**src/rtl/csvjp_pkg.sv**
```systemverilog
`timescale 1ns / 1ps
// csvjp_pkg: shared types and byte codes for the csv joystick frame parser
// no dependencies

package csvjp_pkg;

  typedef enum logic [1:0] {
    PhSpace,
    PhSign,
    PhDigits,
    PhDone
  } phase_e;

  localparam logic [7:0] ByteNewline = 8'd10;
  localparam logic [7:0] ByteComma   = 8'd44;
  localparam logic [7:0] ByteMinus   = 8'd45;
  localparam logic [7:0] BytePlus    = 8'd43;
  localparam logic [7:0] ByteZero    = 8'd48;
  localparam logic [7:0] ByteNine    = 8'd57;
  localparam logic [7:0] ByteTab     = 8'd9;
  localparam logic [7:0] ByteCr      = 8'd13;
  localparam logic [7:0] ByteSpace   = 8'd32;

  localparam logic [3:0]  MaxFields = 4'd12;
  localparam logic [3:0]  MinFields = 4'd7;
  localparam logic [3:0]  KFields   = 4'd8;
  localparam logic [3:0]  FlagBase  = 4'd2;
  localparam int          NumFlags  = 6;
  localparam logic [16:0] MagLimit  = 17'd32768;
  localparam logic [15:0] PosMax    = 16'h7fff;

  typedef struct packed {
    logic signed [15:0] joy_x;
    logic signed [15:0] joy_y;
    logic               button_a;
    logic               button_b;
    logic               button_c;
    logic               button_d;
    logic               button_e;
    logic               button_k;
  } frame_t;

endpackage

```
**src/rtl/csv_joystick_frame_parser_core.sv**
```systemverilog
`timescale 1ns / 1ps
// csv_joystick_frame_parser_core: top level of the csv joystick frame parser
// depends on csvjp_pkg, csvjp_in_reg, csvjp_parse, csvjp_out_reg
//
//   channel | direction | handshake               | payload
//   input   | in        | in_valid_i / in_stall_o | rx_byte_i
//   output  | out       | out_valid_o / out_stall_i | joy_x_o joy_y_o button_*_o
//
// one byte per cycle while in_stall_o is low; a frame appears on out_valid_o once its newline
// has passed the input register and been parsed into the result register
// reset clears the line state; no clearing pass
// an output stall holds only a newline in the input register; other bytes keep flowing

module csv_joystick_frame_parser_core #(
  parameter int MAX_LINE = 255
) (
  input  logic               clk_i,
  input  logic               rst_ni,
  input  logic               in_valid_i,
  output logic               in_stall_o,
  input  logic [7:0]         rx_byte_i,
  output logic               out_valid_o,
  input  logic               out_stall_i,
  output logic signed [15:0] joy_x_o,
  output logic signed [15:0] joy_y_o,
  output logic               button_a_o,
  output logic               button_b_o,
  output logic               button_c_o,
  output logic               button_d_o,
  output logic               button_e_o,
  output logic               button_k_o
);

  logic              byte_vld;
  logic [7:0]        byte_q;
  logic              consume;
  logic              out_free;
  logic              fire;
  csvjp_pkg::frame_t frame_d;
  csvjp_pkg::frame_t frame_q;

  // only a newline can need the result register
  assign consume = byte_vld && (out_free || (byte_q != csvjp_pkg::ByteNewline));

  csvjp_in_reg u_in_reg (
    .clk_i      (clk_i),
    .rst_ni     (rst_ni),
    .in_valid_i (in_valid_i),
    .in_stall_o (in_stall_o),
    .rx_byte_i  (rx_byte_i),
    .consume_i  (consume),
    .byte_vld_o (byte_vld),
    .byte_o     (byte_q)
  );

  csvjp_parse #(
    .MAX_LINE (MAX_LINE)
  ) u_parse (
    .clk_i   (clk_i),
    .rst_ni  (rst_ni),
    .take_i  (consume),
    .byte_i  (byte_q),
    .fire_o  (fire),
    .frame_o (frame_d)
  );

  csvjp_out_reg u_out_reg (
    .clk_i       (clk_i),
    .rst_ni      (rst_ni),
    .load_i      (fire),
    .frame_i     (frame_d),
    .free_o      (out_free),
    .out_valid_o (out_valid_o),
    .out_stall_i (out_stall_i),
    .frame_o     (frame_q)
  );

  assign joy_x_o    = frame_q.joy_x;
  assign joy_y_o    = frame_q.joy_y;
  assign button_a_o = frame_q.button_a;
  assign button_b_o = frame_q.button_b;
  assign button_c_o = frame_q.button_c;
  assign button_d_o = frame_q.button_d;
  assign button_e_o = frame_q.button_e;
  assign button_k_o = frame_q.button_k;

endmodule

```
**src/rtl/csvjp_in_reg.sv**
```systemverilog
`timescale 1ns / 1ps
// csvjp_in_reg: input register for received bytes
// depends on nothing but the consume signal from the parser stage

module csvjp_in_reg (
  input  logic       clk_i,
  input  logic       rst_ni,
  input  logic       in_valid_i,
  output logic       in_stall_o,
  input  logic [7:0] rx_byte_i,
  input  logic       consume_i,
  output logic       byte_vld_o,
  output logic [7:0] byte_o
);

  logic       vld_q, vld_d;
  logic [7:0] byte_q;
  logic       accept;

  assign in_stall_o = vld_q && !consume_i;
  assign accept     = in_valid_i && !in_stall_o;

  always_comb begin
    vld_d = vld_q;
    if (accept) begin
      vld_d = 1'b1;
    end else if (consume_i) begin
      vld_d = 1'b0;
    end
  end

  always_ff @(posedge clk_i or negedge rst_ni) begin
    if (!rst_ni) begin
      vld_q <= 1'b0;
    end else begin
      vld_q <= vld_d;
    end
  end

  always_ff @(posedge clk_i) begin
    if (accept) begin
      byte_q <= rx_byte_i;
    end
  end

  assign byte_vld_o = vld_q;
  assign byte_o     = byte_q;

endmodule

```
**src/rtl/csvjp_parse.sv**
```systemverilog
`timescale 1ns / 1ps
// csvjp_parse: per-byte field decoder, line state and frame assembly
// depends on csvjp_pkg

module csvjp_parse #(
  parameter int MAX_LINE = 255
) (
  input  logic                 clk_i,
  input  logic                 rst_ni,
  input  logic                 take_i,
  input  logic [7:0]           byte_i,
  output logic                 fire_o,
  output csvjp_pkg::frame_t    frame_o
);

  localparam int LenW = $clog2(MAX_LINE + 1);

  logic [16:0]          accum_q, accum_d;
  logic                 neg_q, neg_d;
  csvjp_pkg::phase_e    phase_q, phase_d;
  logic                 open_q, open_d;
  logic [3:0]           count_q, count_d;
  logic [15:0]          x_q, x_d;
  logic [15:0]          y_q, y_d;
  logic [5:0]           flags_q, flags_d;
  logic [LenW-1:0]      len_q, len_d;
  logic                 ovl_q, ovl_d;

  logic                 is_nl, is_comma, is_digit, is_space;
  logic                 use_digit;
  logic [20:0]          acc_next;
  logic [16:0]          acc_neg;
  logic [15:0]          val;
  logic                 val_one;
  logic                 commit_en;
  logic [3:0]           count_c;
  logic [15:0]          x_c, y_c;
  logic [5:0]           flags_c;

  assign is_nl    = (byte_i == csvjp_pkg::ByteNewline);
  assign is_comma = (byte_i == csvjp_pkg::ByteComma);
  assign is_digit = (byte_i >= csvjp_pkg::ByteZero) && (byte_i <= csvjp_pkg::ByteNine);
  assign is_space = (byte_i == csvjp_pkg::ByteSpace) ||
                    ((byte_i >= csvjp_pkg::ByteTab) && (byte_i <= csvjp_pkg::ByteCr));

  // committed value of the open field
  assign acc_neg = 17'(-accum_q);
  always_comb begin
    if (neg_q) begin
      val = acc_neg[15:0];
    end else if (accum_q > {1'b0, csvjp_pkg::PosMax}) begin
      val = csvjp_pkg::PosMax;
    end else begin
      val = accum_q[15:0];
    end
  end
  assign val_one = !neg_q && (accum_q == 17'd1);

  assign commit_en = open_q &&
                     (is_nl ? !ovl_q : !(ovl_q || (len_q >= LenW'(MAX_LINE))));

  always_comb begin
    x_c     = x_q;
    y_c     = y_q;
    flags_c = flags_q;
    count_c = count_q;
    if (commit_en) begin
      if (count_q == 4'd0) begin
        x_c = val;
      end else if (count_q == 4'd1) begin
        y_c = val;
      end
      for (int i = 0; i < csvjp_pkg::NumFlags; i++) begin
        if (count_q == csvjp_pkg::FlagBase + 4'(i)) begin
          flags_c[i] = val_one;
        end
      end
      if (count_q < csvjp_pkg::MaxFields) begin
        count_c = count_q + 4'd1;
      end
    end
  end

  assign acc_next = ({4'd0, accum_q} << 3) + ({4'd0, accum_q} << 1) +
                    {13'd0, byte_i - csvjp_pkg::ByteZero};

  always_comb begin
    accum_d   = accum_q;
    neg_d     = neg_q;
    phase_d   = phase_q;
    open_d    = open_q;
    count_d   = count_q;
    x_d       = x_q;
    y_d       = y_q;
    flags_d   = flags_q;
    len_d     = len_q;
    ovl_d     = ovl_q;
    use_digit = 1'b0;
    fire_o    = 1'b0;

    if (!is_nl) begin
      if (len_q >= LenW'(MAX_LINE)) begin
        ovl_d = 1'b1;
      end else begin
        len_d = len_q + LenW'(1);
      end
    end

    if (is_nl) begin
      fire_o  = take_i && !ovl_q && (count_c >= csvjp_pkg::MinFields);
      accum_d = '0;
      neg_d   = 1'b0;
      phase_d = csvjp_pkg::PhSpace;
      open_d  = 1'b0;
      count_d = '0;
      x_d     = '0;
      y_d     = '0;
      flags_d = '0;
      len_d   = '0;
      ovl_d   = 1'b0;
    end else if (ovl_d) begin
      // overlong line: wait for the newline
    end else if (is_comma) begin
      count_d = count_c;
      x_d     = x_c;
      y_d     = y_c;
      flags_d = flags_c;
      accum_d = '0;
      neg_d   = 1'b0;
      phase_d = csvjp_pkg::PhSpace;
      open_d  = 1'b0;
    end else begin
      open_d = 1'b1;
      unique case (phase_q)
        csvjp_pkg::PhSpace: begin
          if (is_space) begin
            phase_d = csvjp_pkg::PhSpace;
          end else if (byte_i == csvjp_pkg::ByteMinus) begin
            neg_d   = 1'b1;
            phase_d = csvjp_pkg::PhSign;
          end else if (byte_i == csvjp_pkg::BytePlus) begin
            phase_d = csvjp_pkg::PhSign;
          end else begin
            use_digit = 1'b1;
          end
        end
        csvjp_pkg::PhSign, csvjp_pkg::PhDigits: begin
          use_digit = 1'b1;
        end
        csvjp_pkg::PhDone: begin
          phase_d = csvjp_pkg::PhDone;
        end
        default: begin
          phase_d = csvjp_pkg::PhDone;
        end
      endcase
      if (use_digit) begin
        if (is_digit) begin
          accum_d = (acc_next > {4'd0, csvjp_pkg::MagLimit}) ? csvjp_pkg::MagLimit
                                                              : acc_next[16:0];
          phase_d = csvjp_pkg::PhDigits;
        end else begin
          phase_d = csvjp_pkg::PhDone;
        end
      end
    end
  end

  always_comb begin
    frame_o.joy_x    = x_c;
    frame_o.joy_y    = y_c;
    frame_o.button_a = flags_c[0];
    frame_o.button_b = flags_c[1];
    frame_o.button_c = flags_c[2];
    frame_o.button_d = flags_c[3];
    frame_o.button_e = flags_c[4];
    frame_o.button_k = (count_c >= csvjp_pkg::KFields) ? flags_c[5] : flags_c[4];
  end

  always_ff @(posedge clk_i or negedge rst_ni) begin
    if (!rst_ni) begin
      accum_q <= '0;
      neg_q   <= 1'b0;
      phase_q <= csvjp_pkg::PhSpace;
      open_q  <= 1'b0;
      count_q <= '0;
      x_q     <= '0;
      y_q     <= '0;
      flags_q <= '0;
      len_q   <= '0;
      ovl_q   <= 1'b0;
    end else if (take_i) begin
      accum_q <= accum_d;
      neg_q   <= neg_d;
      phase_q <= phase_d;
      open_q  <= open_d;
      count_q <= count_d;
      x_q     <= x_d;
      y_q     <= y_d;
      flags_q <= flags_d;
      len_q   <= len_d;
      ovl_q   <= ovl_d;
    end
  end

`ifndef SYNTH
  a_no_frame_overlong: assert property (@(posedge clk_i) disable iff (!rst_ni)
    fire_o |-> !ovl_q)
    else $error("frame produced from overlong line");
  a_count_sat: assert property (@(posedge clk_i) disable iff (!rst_ni)
    count_q <= csvjp_pkg::MaxFields)
    else $error("field count beyond saturation");
  a_accum_sat: assert property (@(posedge clk_i) disable iff (!rst_ni)
    accum_q <= csvjp_pkg::MagLimit)
    else $error("field magnitude beyond limit");
  a_space_clean: assert property (@(posedge clk_i) disable iff (!rst_ni)
    phase_q == csvjp_pkg::PhSpace |-> (accum_q == 17'd0) && !neg_q)
    else $error("whitespace phase with stale field data");
  a_newline_clears: assert property (@(posedge clk_i) disable iff (!rst_ni)
    take_i && is_nl |=> (count_q == 4'd0) && !open_q && !ovl_q)
    else $error("line state not cleared after newline");
`endif

endmodule

```
**src/rtl/csvjp_out_reg.sv**
```systemverilog
`timescale 1ns / 1ps
// csvjp_out_reg: result register holding one decoded frame
// depends on csvjp_pkg

module csvjp_out_reg (
  input  logic              clk_i,
  input  logic              rst_ni,
  input  logic              load_i,
  input  csvjp_pkg::frame_t frame_i,
  output logic              free_o,
  output logic              out_valid_o,
  input  logic              out_stall_i,
  output csvjp_pkg::frame_t frame_o
);

  logic              vld_q, vld_d;
  csvjp_pkg::frame_t frame_q;

  assign free_o = !vld_q || !out_stall_i;

  always_comb begin
    vld_d = vld_q;
    if (load_i) begin
      vld_d = 1'b1;
    end else if (!out_stall_i) begin
      vld_d = 1'b0;
    end
  end

  always_ff @(posedge clk_i or negedge rst_ni) begin
    if (!rst_ni) begin
      vld_q <= 1'b0;
    end else begin
      vld_q <= vld_d;
    end
  end

  always_ff @(posedge clk_i) begin
    if (load_i) begin
      frame_q <= frame_i;
    end
  end

  assign out_valid_o = vld_q;
  assign frame_o     = frame_q;

endmodule

```
**config.mk**
```make
export PLATFORM = sky130hd
export DESIGN_NAME = csv_joystick_frame_parser_core
export DESIGN_NICKNAME = d
export VERILOG_FILES = /design/src/rtl/csvjp_pkg.sv /design/src/rtl/csv_joystick_frame_parser_core.sv /design/src/rtl/csvjp_in_reg.sv /design/src/rtl/csvjp_parse.sv /design/src/rtl/csvjp_out_reg.sv
export SDC_FILE = /design/constraint.sdc
export NUM_CORES = 1
export LEC_CHECK = 0
export ABC_AREA = 0
export BUFFER_PORTS_ARGS = -buffer_cell sky130_fd_sc_hd__buf_2
export CAP_MARGIN = 20
export CORE_MARGIN = 1.5
export CORE_UTILIZATION = 60
export DETAILED_ROUTE_END_ITERATION = 8
export MAX_ROUTING_LAYER = met4
export PLACE_DENSITY = 0.79
export SLEW_MARGIN = 20
export SYNTH_ARGS = -nofsm -noshare
export SYNTH_HDL_FRONTEND = slang
export SYNTH_SLANG_ARGS = --single-unit
```
**constraint.sdc**
```tcl
create_clock -name clk_i -period 25.4 [get_ports clk_i]
set_input_delay 5.08 -clock clk_i [delete_from_list [all_inputs] [get_ports clk_i]]
set_output_delay 5.08 -clock clk_i [all_outputs]
set_load 0.005 [all_outputs]
```
==> reports/qor.yml <==
grt_pass1_vias: 5509
cts_sinks: 120
violations: "design-rule violations"
leakage_nw: 3.60
clk_latency_ps: 410
setup_viol: 0
place_congestion: 0.950
critical_path_class: "input pin to primary output"
crit_path_end_kind: "primary output"
post-dp-hpwl_um: 11300
outcome: "finished with violations"
clk_path_buf_depth: 2
cts_htree_levels: 4
r2r_end: "u_parse.accum_q[4]"
hold_path_depth: 1
crit_start: "out_stall_i"
ctsResizeCount: 0
die_area_um2: 12700
pre_cts_ws_ps: 14770
vdd_ir_drop_max_mv: 0.0392
start_util: 0.622
min_from: "u_parse.y_q[14]"
worstHoldPathType: "flip-flop to flip-flop"
drv_cap: 0
firstDrtPassIters: 7
required_ps: 20320
fin_worst_skew_ps: 9.11
root_buffer: "clkbuf_16"
grt_max_degree: 75
fin_total_pwr_mw: 0.502
multiInputGateArea_um2: 3720
wire_per_inst_um: 17.8
finalWorstSetupSlack_ps: 14760
synth_cell_types: 70
grt_usage: 0.281
core-area_um2: 11600
synthFlopType: "dfrtp_1"
overflow: 0
worst_pin_slew_ps: 1100
finalCriticalPeriod_ps: 10640
num_vias: 5748
postLayoutCellArea_um2: 8130
async_flop_share: 0.617
synth_area_um2: 7200
p_per_area_nw_per_um2: 61.8
antenna-diode-count: 0
placement.cell_area_um2: 7570
timing.final.crit_share: 0.419
regArea_um2: 3230
antenna_left: 0
finalWirelength_um: 16000
rsz0062_at_grt: "no"
yosysTopAreaCell: "dfrtp_1"
cts_setup_buffers: 0
reg2reg_from: "u_in_reg.byte_o[4]"
drc_errors: 9
ys_warn_count: 0
synth_cells: 689
die_h_um: 113
synth-seq-cells: 120
crit_arrival_ps: 5560
vias_per_cell: 6.41
cts_tree: "done"
synth-edff-count: 46
drive_gt1_frac: 0.166
ios: 52
fin_tns_setup_ps: 0
ys_seq_area_frac: 0.449
synth_top_area_share: 0.257
hold_buffers: 0
ff2ff_setup_slack_ps: 20880
drtIter0Drc: 501
grt_pass1_wl_um: 27500
finalNetCount: 802
area_delta_synth_final_pct: 13.0
maxSlewViolCount: 0
die-width_um: 113
cts.reportedPaths.clkPinSlew_ps: 50
crit_fanout: 3
syn-num-nets: 750
finalHoldViolations: 0
cp-start-kind: "input pin"
maxSlewHeadroom: 0.261
synth.area.top_cells: "dfrtp_1 26%, edfxtp_1 19%, ha_1 7.5%"
grt_antenna_before_repair: 0
portBuffers: 51
cts_inserted_buffers: 17
max_freq_mhz: 94.0
fill_cells: 827
endpoint: "in_stall_o"
rows: 39
syn_area_per_cell_um2: 10.4
reg2regPathDepth: 12
[critical path, cell delays in order]
cell and delay (ps):
buf_2 100, nand3_1 70, nor2_1 160, buf_2 150
[final cells by class]
cell class	instances	area share
clock buffer	22	0.0559
multi-input combinational	508	0.458
tap	143	0.0220
timing repair buffer	57	0.0369
sequential	120	0.398
clock inverter	10	0.0128
inverter	37	0.0171
[layout by cell type, fill, tap and decap left out, types with 5 or more instances in the layout]
cell       Yosys  routed
xor2_1         6       6
a211oi_1       8       8
nand2_1       69      69
buf_4          0       6
xnor2_1       11      11
nand3_1       19      19
ha_1          43      43
and2_1         5       5
o21a_1         5       5
dfrtp_1       74      74
fa_1           6       6
buf_2          5      51
a21o_1        11      11
o21ai_0       41      41
nor4_1         6       6
and3_1         8       8
or4_1          5       5
mux2_2        22      22
nand4_1        7       7
nand2b_1      10      10
a31oi_1        7       7
mux2i_1        5       5
a21oi_1       33      33
o31ai_1        6       6
or3_1          8       8
nor3_1        13      13
a22o_1        34      34
o41ai_2        9       9
edfxtp_1      46      46
clkbuf_16      0      17
nor2b_1        7       7
inv_1         37      37
nor2_1        37      37
[registers in the layout, indices dropped and copies added (netlist names)]
register and count:
u_parse.ovl_q 1, u_in_reg.byte_vld_o 1, u_out_reg.frame_o 38, u_in_reg.byte_o 8, u_parse.accum_q 17, u_parse.len_q 8, u_parse.y_q 16, u_parse.x_q 16
u_parse.count_q 4, u_parse.flags_q 6, u_parse.phase_q 2, u_out_reg.out_valid_o 1, u_parse.neg_q 1, u_parse.open_q 1
[cell usage after synthesis, types with 5 or more instances]
cell type,count
dfrtp_1,74
nand2_1,69
edfxtp_1,46
ha_1,43
o21ai_0,41
inv_1,37
nor2_1,37
a22o_1,34
a21oi_1,33
mux2_2,22
nand3_1,19
clkbuf_1,17
nor3_1,13
a21o_1,11
xnor2_1,11
nand2b_1,10
o41ai_2,9
a211oi_1,8
and3_1,8
or3_1,8
a31oi_1,7
nand4_1,7
nor2b_1,7
fa_1,6
nor4_1,6
o31ai_1,6
xor2_1,6
and2_1,5
buf_2,5
mux2i_1,5
o21a_1,5
or4_1,5
[how the worst min path moves through the flow]
stage                                     to
after global placement    u_parse.flags_q[4]
after CTS                     u_parse.x_q[0]
final                        u_parse.y_q[14]
after detailed placement      u_parse.x_q[0]
after global routing         u_parse.x_q[13]
after floorplan           u_parse.flags_q[4]
[power by group]
part | total [mW] | leakage [nW] | switching (mW) | internal (mW)
registers | 0.218 | 1.40 | 0.0100 | 0.208
clock network | 0.225 | 0.263 | 0.0803 | 0.145
logic | 0.0585 | 1.93 | 0.0366 | 0.0219
total | 0.502 | 3.60 | 0.127 | 0.375
[cell families after synthesis]
group	synth area share
and+or+nand+nor	0.152
AOI/OAI and AO/OA	0.210
adders and majority gates	0.0915
muxes	0.0414
DFF	0.449
buffers and inverters	0.0348
xor gates and xnor gates	0.0207
[stage by stage]
stage | hold slack [ps] | utilization | cells
floorplan | 450 | - | 689
global placement | 465 | 0.655 | 865
detailed placement | 474 | 0.655 | 865
CTS | 491 | 0.703 | 897
global route | 504 | 0.703 | 897
finish | 491 | 0.703 | 897
[per-layer routing]
metal	routed length, um	global-route usage
met5	0	-
met4	267	0.0886
met3	847	0.0599
met2	7570	0.425
met1	7290	0.382
No activity file was read; power rests on OpenSTA's default activity.
